<file path="src/rtl/core/ssp_pkg.sv">
// ssp_pkg: types, constants and helpers for the substring presence search.
// Used by ssp_cell and substring_presence_search. No dependencies.
package ssp_pkg;

   localparam int MAX_PATTERN_DEFAULT = 16;
   localparam int BYTE_W              = 8;
   localparam int PATTERN_W           = 64;
   localparam int LEN_W               = 5;
   localparam int CSR_INDEX_W         = 2;
   localparam int CSR_DATA_W          = 64;
   localparam int BYTES_PER_WORD      = PATTERN_W / BYTE_W;

   localparam logic [CSR_INDEX_W-1:0] CSR_PATTERN_LOW    = 2'd0;
   localparam logic [CSR_INDEX_W-1:0] CSR_PATTERN_HIGH   = 2'd1;
   localparam logic [CSR_INDEX_W-1:0] CSR_PATTERN_LENGTH = 2'd2;

   typedef struct packed {
      logic              valid;
      logic [BYTE_W-1:0] data;
   } link_type;

   typedef struct packed {
      logic shift;
      logic clear;
   } ctrl_type;

   // pattern positions sixteen and up read as zero
   function automatic logic [BYTE_W-1:0] pattern_byte(
      input logic [PATTERN_W-1:0] lo,
      input logic [PATTERN_W-1:0] hi,
      input logic [LEN_W-1:0]     idx
   );
      logic [BYTE_W-1:0] b;
      b = '0;
      if (idx < LEN_W'(BYTES_PER_WORD)) begin
         b = lo[idx[2:0]*BYTE_W +: BYTE_W];
      end else if (idx < LEN_W'(2 * BYTES_PER_WORD)) begin
         b = hi[idx[2:0]*BYTE_W +: BYTE_W];
      end
      return b;
   endfunction

endpackage

</file>
<file path="src/rtl/core/ssp_cell.sv">
// ssp_cell: one window position; holds a byte and its valid bit, passes them on.
// Depends on ssp_pkg.
module ssp_cell #(
   parameter int CELL_INDEX = 0
) (
   input  logic                           clock,
   input  logic                           reset,
   input  ssp_pkg::ctrl_type              ctrl,
   input  ssp_pkg::link_type              link_in,
   input  logic [ssp_pkg::PATTERN_W-1:0]  pattern_low,
   input  logic [ssp_pkg::PATTERN_W-1:0]  pattern_high,
   input  logic [ssp_pkg::LEN_W-1:0]      eff_length,
   output ssp_pkg::link_type              link_out,
   output logic                           hit
);

   ssp_pkg::link_type             link_ff;
   ssp_pkg::link_type             link_in_next;
   logic                          active;
   logic [ssp_pkg::LEN_W-1:0]     pat_idx;
   logic [ssp_pkg::BYTE_W-1:0]    pat_byte;

   // window entry k is compared with pattern byte (len-1-k)
   assign active   = int'(eff_length) > CELL_INDEX;
   assign pat_idx  = eff_length - ssp_pkg::LEN_W'(CELL_INDEX) - ssp_pkg::LEN_W'(1);
   assign pat_byte = ssp_pkg::pattern_byte(pattern_low, pattern_high, pat_idx);
   assign hit      = !active || (link_in.valid && (link_in.data == pat_byte));

   always_comb begin
      link_in_next = link_ff;
      if (ctrl.clear) begin
         link_in_next.valid = 1'b0;
      end else if (ctrl.shift) begin
         link_in_next = link_in;
      end
   end

   always_ff @(posedge clock) begin
      if (reset) begin
         link_ff.valid <= 1'b0;
      end else begin
         link_ff.valid <= link_in_next.valid;
      end
      link_ff.data <= link_in_next.data;
   end

   assign link_out = link_ff;

endmodule

</file>
<file path="src/rtl/core/substring_presence_search.sv">
// substring_presence_search: streamed byte text, reports whether a pattern occurs.
// Depends on ssp_pkg and ssp_cell.
//
//   channel | ports                              | direction
//   req     | req_valid/ready, text_byte, end    | in, one text byte per item
//   rsp     | rsp_valid/ready, rsp_found         | out, one item per text end
//   csr     | csr_write_enable, index, data      | in, pattern registers
//
// One byte per cycle; a row of MAX_PATTERN cells shifts the window and all
// active cells compare in the cycle the byte is taken. found is registered
// and shows in the cycle after the last byte is taken. req_ready drops only
// while a result waits and rsp_ready is low. Synchronous reset clears window
// valid bits, the match flag, the result valid bit and the pattern registers.
module substring_presence_search #(
   parameter int MAX_PATTERN = ssp_pkg::MAX_PATTERN_DEFAULT
) (
   input  logic                             clock,
   input  logic                             reset,
   input  logic                             req_valid,
   output logic                             req_ready,
   input  logic [ssp_pkg::BYTE_W-1:0]       req_text_byte,
   input  logic                             req_text_end,
   output logic                             rsp_valid,
   input  logic                             rsp_ready,
   output logic                             rsp_found,
   input  logic                             csr_write_enable,
   input  logic [ssp_pkg::CSR_INDEX_W-1:0]  csr_index,
   input  logic [ssp_pkg::CSR_DATA_W-1:0]   csr_data
);

   logic [ssp_pkg::PATTERN_W-1:0] pattern_low_ff;
   logic [ssp_pkg::PATTERN_W-1:0] pattern_high_ff;
   logic [ssp_pkg::LEN_W-1:0]     pattern_length_ff;
   logic [ssp_pkg::LEN_W-1:0]     eff_length;
   logic                          match_seen_ff, match_seen_in;
   logic                          rsp_valid_ff, rsp_valid_in;
   logic                          rsp_found_ff, rsp_found_in;
   logic                          accept;
   logic                          hit_all;
   ssp_pkg::ctrl_type             ctrl;
   ssp_pkg::link_type             links [MAX_PATTERN+1];
   logic [MAX_PATTERN-1:0]        hits;

   always_ff @(posedge clock) begin
      if (reset) begin
         pattern_low_ff    <= '0;
         pattern_high_ff   <= '0;
         pattern_length_ff <= '0;
      end else if (csr_write_enable) begin
         case (csr_index)
            ssp_pkg::CSR_PATTERN_LOW: begin
               pattern_low_ff <= csr_data;
            end
            ssp_pkg::CSR_PATTERN_HIGH: begin
               pattern_high_ff <= csr_data;
            end
            ssp_pkg::CSR_PATTERN_LENGTH: begin
               pattern_length_ff <= csr_data[ssp_pkg::LEN_W-1:0];
            end
            default: begin
            end
         endcase
      end
   end

   assign eff_length = (int'(pattern_length_ff) > MAX_PATTERN) ?
                       ssp_pkg::LEN_W'(MAX_PATTERN) : pattern_length_ff;

   assign req_ready  = !rsp_valid_ff || rsp_ready;
   assign accept     = req_valid && req_ready;
   assign ctrl.shift = accept;
   assign ctrl.clear = accept && req_text_end;

   assign links[0].valid = 1'b1;
   assign links[0].data  = req_text_byte;

   for (genvar k = 0; k < MAX_PATTERN; k++) begin : g_cell
      ssp_cell #(
         .CELL_INDEX (k)
      ) u_cell (
         .clock        (clock),
         .reset        (reset),
         .ctrl         (ctrl),
         .link_in      (links[k]),
         .pattern_low  (pattern_low_ff),
         .pattern_high (pattern_high_ff),
         .eff_length   (eff_length),
         .link_out     (links[k+1]),
         .hit          (hits[k])
      );
   end

   assign hit_all = &hits;

   always_comb begin
      match_seen_in = match_seen_ff;
      rsp_valid_in  = rsp_valid_ff && !rsp_ready;
      rsp_found_in  = rsp_found_ff;
      if (accept) begin
         if (req_text_end) begin
            match_seen_in = 1'b0;
            rsp_valid_in  = 1'b1;
            rsp_found_in  = match_seen_ff || hit_all;
         end else begin
            match_seen_in = match_seen_ff || hit_all;
         end
      end
   end

   always_ff @(posedge clock) begin
      if (reset) begin
         match_seen_ff <= 1'b0;
         rsp_valid_ff  <= 1'b0;
      end else begin
         match_seen_ff <= match_seen_in;
         rsp_valid_ff  <= rsp_valid_in;
      end
      rsp_found_ff <= rsp_found_in;
   end

   assign rsp_valid = rsp_valid_ff;
   assign rsp_found = rsp_found_ff;

endmodule
</file>
<file path="config.mk">
export PLATFORM = sky130hd
export DESIGN_NAME = substring_presence_search
export DESIGN_NICKNAME = d
export VERILOG_FILES = /design/src/rtl/core/ssp_pkg.sv /design/src/rtl/core/ssp_cell.sv /design/src/rtl/core/substring_presence_search.sv
export SDC_FILE = /design/constraint.sdc
export NUM_CORES = 1
export LEC_CHECK = 0
export ABC_AREA = 1
export BUFFER_PORTS_ARGS = -buffer_cell sky130_fd_sc_hd__buf_2
export CAP_MARGIN = 40
export CORE_AREA = 2 2 220 222
export DETAILED_ROUTE_END_ITERATION = 16
export DIE_AREA = 0 0 222 224
export SLEW_MARGIN = 20
export SYNTH_ARGS = -nofsm -noshare
export SYNTH_HDL_FRONTEND = slang
export SYNTH_SLANG_ARGS = --single-unit
</file>
<file path="constraint.sdc">
create_clock -name clock -period 7.2 [get_ports clock]
set_clock_uncertainty 0.15 [all_clocks]
set_input_delay 0.72 -clock clock [delete_from_list [all_inputs] [get_ports clock]]
set_output_delay 0.72 -clock clock [all_outputs]
set_load 0.01 [all_outputs]
</file>
==> impl_results.md, run 1 <==
- Post-CTS Setup Bufs: 0
- Final nets: 3021
- Reg2reg setup slack: 1700 ps
- CTS tree: done
- Vias in the first global route: 19310
- Synth area leaders: nand3_1 22%, edfxtp_1 19%, nand2_1 17%
- Post-synthesis sequential area ratio: 0.3538
- Netlist cell types: 38
- Wire per inst: 29.72 um
- Initial DRC count: 3767
- Worst Setup Path Type: reg2reg
- Worst slew pin tran: 929.6 ps
- Hold/Removal Path Class: in2reg
- Status: complete, no violations
- Layout Cells excl Fill: 3564
- Post-route antenna net violation count: 0
- Total negative setup slack: 0 ps
- Unrepaired setup endpoints after global routing: no
- Most frequent cell after synthesis: nand2_1
- Main synth FF type: dfxtp_1
- Pin count of the biggest net entering global routing: 148
- # port buffers: 82
- First-pass GRT wire length: 145.6 mm
- Crit start category: register
- VDD IR-drop max: 0.1904 mV
- Final hold vios: 0
- Max_cap viols: 0
- Post-CTS Hold Buffers: 0
- Cts repair resizes: 0
- CTS clock-pin slew for the worst setup and hold paths: 70 ps
- Vias: 21890
- Post-Syn Area: 18760 um2
- Yosys top cell area share: 0.2191
- Max FO, Critical Path: 59
- # DRC: 0
- Vias per cell: 6.141
- Worst hold start: req_text_byte[1]
- Worst path buffer plus inverter count: 5
- Drt total wl: 105.9 mm
- RR Endpoint: match_seen_ff
- Number of flops mapped to enable cells by yosys: 121
- Synth warnings: 0
- Die area: 49730 um2
- Dpl cells: 3502
- Asr flop ratio synth: 0
- Synthesized instance count: 2931
- Pre-CTS setup slack: 1894 ps
- Reg2Reg Depth: 24
- Final setup margin: 1705 ps
- Synthesized area per cell: 6.399 um2
- Max Slew Vio Count: 0
- Clk_lat worst skew: 610 ps
- Fmax: 182.0 MHz
- Worst endpoint required time: 7600 ps
- Syn Nets: 3027
- Starting Density: 0.3961
- Pre-Repair DR Iteration Count: 7
- Final Cycle Share: 0.7632
- Inserted Diodes: 0
- Cell breakdown of the critical path: nor2_4 > nand2_2 > nand2_4 > nand2_1 > buf_4 > inv_2 > buf_4 > ha_1 > nand2_1 > nand2_1 > inv_1 > nor2_1 > nand3_1 > nand4_1 > nand3_1 > nor2_1 > nand2_1 > nand2_1 > nand2_1 > inv_1 > nand2_1 > nor2_1 > nand2_1 > a21oi_1
- Congestion Overflow GR: 0
- DIE WIDTH: 222 um
- Commonest cells in the netlist: 845 x nand2_1, 821 x nand3_1, 245 x inv_1
- Row cnt: 80
- I/O pin total: 83
- Number of synthesized register bits: 271
- Worst path max stage delay: 650 ps
- Hold Path Sink: g_cell[0].u_cell.link_out[1]
- Fill cells: 4957
- Final GP Congestion: 1.134
- Worst endpoint data arrival time: 5890 ps
- Final Core Density: 0.4354
- CTS H-tree lvls: 1
- Syn-to-layout area delta: 9.920%
- Worst setup EP type: register
- Rel. slew slack: 0.3802
- Layout cell share with drive strength beyond 1: 0.06816
- HPWL Detailed: 84.84 mm
- Pwr dens: 221.5 nW/um2
- Critical R2R Launch: pattern_length_ff[0]
- Inserted Clock Buffers: 31
- Yosys top cell by area: nand3_1
- CTS sink cnt: 271
- Antenna violations before repair: 4
- CTS Root Cell: clkbuf_16
- Fin crit period: 5495 ps
- Leak pwr: 9.326 nW
- Family with the most delay on the worst path: simple AND/OR/NAND/NOR gates
- GRT Util Overall: 0.4177
- Core Region: 47350 um2
- CTS max path bufs: 3
- CP dominant cell by count: nand2_1
- Die Ht: 224 um
- Final setup viols: 0
- Worst hold stages: 1
- Crit path max-delay cell type: nor2_1
placed cells by master, fill, tap and decap left out, types with 4 or more instances in the layout:
cell       Yosys  layout
a21oi_1      160     160
and2_1         5       5
buf_12         0       4
buf_2         48      82
buf_4         11      24
clkbuf_1      60       4
clkbuf_16      0      31
clkinv_4       0       6
dfxtp_1      150     149
edfxtp_1     121     121
ha_1          16      15
inv_1        245     243
inv_2          7       9
nand2_1      845     845
nand2_2        5       5
nand3_1      821     819
nand3b_1      29      29
nand4_1       14      14
nor2_1       125     124
nor2_2         9       9
o211ai_1       8       8
o21ai_0      154     154
o21ai_1       22      22
xnor2_1       19      19
xor2_1         7       7
how the worst max path moves through the flow:
stage,cells past startpoint,startpoint,slack [ps],to
after floorplan,6,rsp_ready,100,g_cell[0].u_cell.link_out[0]
after global placement,26,pattern_length_ff[0],1850,match_seen_ff
after detailed placement,26,pattern_length_ff[0],1890,match_seen_ff
after CTS,26,pattern_length_ff[0],1880,match_seen_ff
after global routing,26,pattern_length_ff[0],1310,match_seen_ff
final,24,pattern_length_ff[0],1700,match_seen_ff
flip-flops by register name, summed over array words and instances, names as in the netlist:
register and flops:
g_cell.u_cell.link_out 135, pattern_high_ff 64, pattern_low_ff 64, pattern_length_ff 5
match_seen_ff 1, rsp_found 1, rsp_valid 1
routing by layer:
metal | vias to the layer above | track usage | share of wire | wire (um)
met2 | 1398 | 0.5990 | 0.40 | 42650
met5 | - | 0 | 0 | 0
met1 | 10390 | 0.5553 | 0.40 | 42290
met3 | 268 | 0.07476 | 0.10 | 10780
li1 | 9828 | - | - | -
met4 | 0 | 0.3276 | 0.096 | 10220
final cells by class:
class | count | area [um2] | area share
Multi-Input combinational cell | 2255 | 10520 | 0.5102
Sequential cell | 271 | 6640 | 0.3221
Inverter | 254 | 953.4 | 0.04625
Clock buffer | 37 | 818.3 | 0.03969
Tap cell | 615 | 769.5 | 0.03732
Timing Repair Buffer | 112 | 725.7 | 0.03520
Clock inverter | 20 | 191.4 | 0.009286
kinds of logic (layout without fill, tap and decap cells):
group,count (synthesis),in the layout,synth area share
AO/OA/AOI/OAI,355,355,0.09760
buffers and inverters,405,423,0.08726
adder cells (fa/ha/maj),16,16,0.01067
flip-flops,271,271,0.3538
XOR/XNOR,26,26,0.01214
AND/OR/NAND/NOR,1858,1858,0.4385
worst register-to-register path, stage by stage (launching register included):
cell and delay [ps]:
dfxtp_4 430, nor2_4 180, nand2_2 70, nand2_4 500, nand2_1 500, buf_4 410, inv_2 110, buf_4 380
ha_1 250, nand2_1 70, nand2_1 190, inv_1 160, nor2_1 650, nand3_1 330, nand4_1 180, nand3_1 80
nor2_1 170, nand2_1 70, nand2_1 70, nand2_1 50, inv_1 50, nand2_1 50, nor2_1 100, nand2_1 80
a21oi_1 140
report_power, final:
group          switching, mW  internal, mW  leakage (nW)  total [mW]
sequential            0.0614          1.68          2.36        1.74
clock                  0.745         0.889         0.481        1.63
combinational          0.918         0.274          6.49        1.19
per-stage QoR:
step | power [mW] | cell area, um2 | hold WS, ps
after detailed placement | 2.898 | 19530 | 286.4
after global placement | 2.898 | 19460 | 283.3
after CTS | 4.508 | 20540 | 160.0
final | 4.566 | 20620 | 171.2
after floorplan | 2.415 | 18760 | 276.4
after global routing | 4.685 | 20620 | 172.5
Power figures use the tool's default switching activity.
==> run 2, diff against run 1 <==
ABC_AREA = 0   (was 1)
CORE_AREA = 2 2 229 231   (was 2 2 220 222)
DIE_AREA = 0 0 231 233   (was 0 0 222 224)
clock period = 4.9 ns   (was 7.2 ns; I/O delays follow)
==> run 2 against run 1 <==
- combinational power about the same
- cell count down 16%
- die area up 8.2%
- hold slack worse by 130 ps
- routed wire length down 0.73%
- first-iteration DRC count down 35%
- critical path depth down 10
- maximum frequency up 15%
- clock power up 54%
- area after synthesis up 8.6%
- synthesized cell count down 25%
- largest power group unchanged
==> impl_results.md, run 2 <==
- Syn Nets: 2292
- Leak pwr: 8.074 nW
- Die area: 53820 um2
- CTS tree: done
- Commonest cells in the netlist: 396 x nand2_1, 198 x mux2i_1, 190 x a21oi_1
- Syn-to-layout area delta: 15.29%
- CTS max path bufs: 3
- Yosys top cell by area: edfxtp_1
- Psw: 1.963 mW
- Fin crit period: 4765 ps
- CTS H-tree lvls: 2
- VDD IR-drop max: 0.2295 mV
- Reg2Reg Depth: 14
- # DRC: 0
- Post-synthesis sequential area ratio: 0.3258
- Final setup viols: 0
- Vias: 20170
- Pwr dens: 269.2 nW/um2
- Asr flop ratio synth: 0
- CTS sink cnt: 271
- Worst hold stages: 1
- Yosys top cell area share: 0.1784
- Final nets: 2401
- Seq pwr share: 0.410
- Post-route antenna net violation count: 0
- # port buffers: 82
- GRT Util Overall: 0.3882
- Final Core Density: 0.4596
- Netlist cell types: 85
- Vias in the first global route: 18790
- Layout cell share with drive strength beyond 1: 0.2014
- Worst endpoint required time: 5130 ps
- Switch share: 0.3104
- Pre-CTS setup slack: -92.47 ps
- Pin count of the biggest net entering global routing: 134
- Fin Hold WS: 36.42 ps
- Max reg flops: 135
- Die Ht: 233 um
- I/O pin total: 83
- Crit start category: register
- Wire per inst: 34.94 um
- Synth warnings: 0
- Post-Syn Area: 20370 um2
- Synthesized instance count: 2196
- Congestion Overflow GR: 0
- Worst slew pin tran: 1053 ps
- Max FO, Critical Path: 11
- First-pass GRT wire length: 146.5 mm
- Most frequent cell after synthesis: nand2_1
- FF+latch area: 6645 um2
- CTS Root Cell: clkbuf_16
- Final GP Congestion: 1.049
- Total negative setup slack: 0 ps
- Unrepaired setup endpoints after global routing: no
- Max Slew Vio Count: 0
- Number of synthesized register bits: 271
- Multi-input combinational cell area: 13040 um2
- Comb power frac: 0.192
- Fmax: 209.9 MHz
- Number of flops mapped to enable cells by yosys: 121
- Status: complete, no violations
- Starting Density: 0.3987
- Main synth FF type: dfxtp_1
- Power, Total: 6.322 mW
- HPWL Detailed: 83.68 mm
- Most frequent cells in the layout: 395 x nand2_1, 196 x mux2i_1, 190 x a21oi_1, 147 x dfxtp_1, 141 x buf_4
- Vias per cell: 6.700
- P_int: 4.360 mW
- Drt total wl: 105.2 mm
- Fill cells: 4982
- Synth area leaders: edfxtp_1 18%, dfxtp_1 15%, mux4_2 12%
- Most common cell after layout, fill and taps aside: nand2_1
- Worst setup EP type: register
- DIE WIDTH: 231 um
- Antenna violations before repair: 5
- Inserted Clock Buffers: 34
- Core Region: 51090 um2
- Clock power share: 0.398
- Hold/Removal Path Class: in2reg
- Max_cap viols: 0
- Worst endpoint data arrival time: 5000 ps
- Initial DRC count: 2464
- Synthesized area per cell: 9.276 um2
- Rel. slew slack: 0.2981
- Clk_lat worst skew: 560 ps
- CTS clock-pin slew for the worst setup and hold paths: 60 ps
- Final hold vios: 0
- Pre-Repair DR Iteration Count: 6
- Worst Setup Path Type: reg2reg
- Row cnt: 83
- Final Cycle Share: 0.9725
- Final setup margin: 134.9 ps
- Reg2reg setup slack: 130 ps
[run 2: cell types whose count changed in the layout (fill, tap and decap cells not counted), moves of 31 or more]
cell,before,now
xnor2_1,19,72
nand3_1,819,36
nand2_1,845,395
o21ai_0,154,53
nor3_1,1,32
inv_1,243,21
o22ai_1,0,68
buf_4,24,141
nor2_1,124,71
mux4_2,0,106
mux2i_1,0,196
[run 2: layout make-up]
type,count,area share
multi-input cells,1730,0.5552
flip-flops and latches,271,0.2830
repair buffers,245,0.07555
clock buffers,43,0.03959
well taps,680,0.03623
clock inverters,17,0.006553
inverters,23,0.003783
diodes,1,0.0001066
[run 2: metal layers]
metal / routed length (um) / GRT usage / up-vias / share of wire
met3: 9951 / 0.07488 / 255 / 0.095
met1: 42260 / 0.5134 / 10110 / 0.40
met2: 47060 / 0.6121 / 1271 / 0.45
met5: 24 / 0 / - / 0.00023
met4: 5864 / 0.1813 / 4 / 0.056
li1: - / - / 8531 / -
[run 2: cell families after synthesis]
group / count (synthesis) / synth area share
compound gates: 548 / 0.1752
mux: 327 / 0.2272
fa+ha+maj: 16 / 0.009828
buf+inv: 195 / 0.04201
simple gates: 725 / 0.1692
xor+xnor: 114 / 0.05080
flops: 271 / 0.3258
[run 2: power by group through the flow]
stage,logic [mW],registers (mW),clock network [mW]
finish,1.21,2.59,2.51
global placement,1.16,2.64,0
global route,1.26,2.60,2.64
CTS,1.17,2.59,2.56
detailed placement,1.16,2.64,0
floorplan,0.711,2.56,0
[run 2: final timing paths]
kind	from	end
worst max-delay path	pattern_length_ff[4]	rsp_found
worst min-delay path	req_text_byte[7]	g_cell[0].u_cell.link_out[7]
worst max register to register	pattern_length_ff[4]	rsp_found
worst min register to register	g_cell[2].u_cell.link_out[6]	g_cell[3].u_cell.link_out[6]
[run 2: what timing repair did]
| action | CTS | global route |
|---|---|---|
| setup buffers | 1 | 2 |
| gates resized for setup | 2 | 17 |
| pin swaps | 1 | 2 |
| hold endpoints to repair | 6 | 0 |
| hold buffers | 6 | 0 |
| endpoints found under the setup margin | 2 | 2 |
[run 2: worst max-delay path, stage by stage (launching register included)]
cell and delay, ps:
dfxtp_4 360, nand2b_4 230, ha_4 460, buf_4 270, mux2i_1 550, mux2i_1 150
mux2_2 340, o211ai_1 390, xnor2_1 120, nor3_1 230, a41oi_1 240, a2111oi_1 490
buf_4 210, nand4_1 210, o21ai_1 210
[run 2: through the flow]
stage               std cells  cell area [um2]
finish                   3010            23480
global route             3009            23480
CTS                      3006            23370
detailed placement       2939            22210
global placement         2935            22190
floorplan                2196            20370
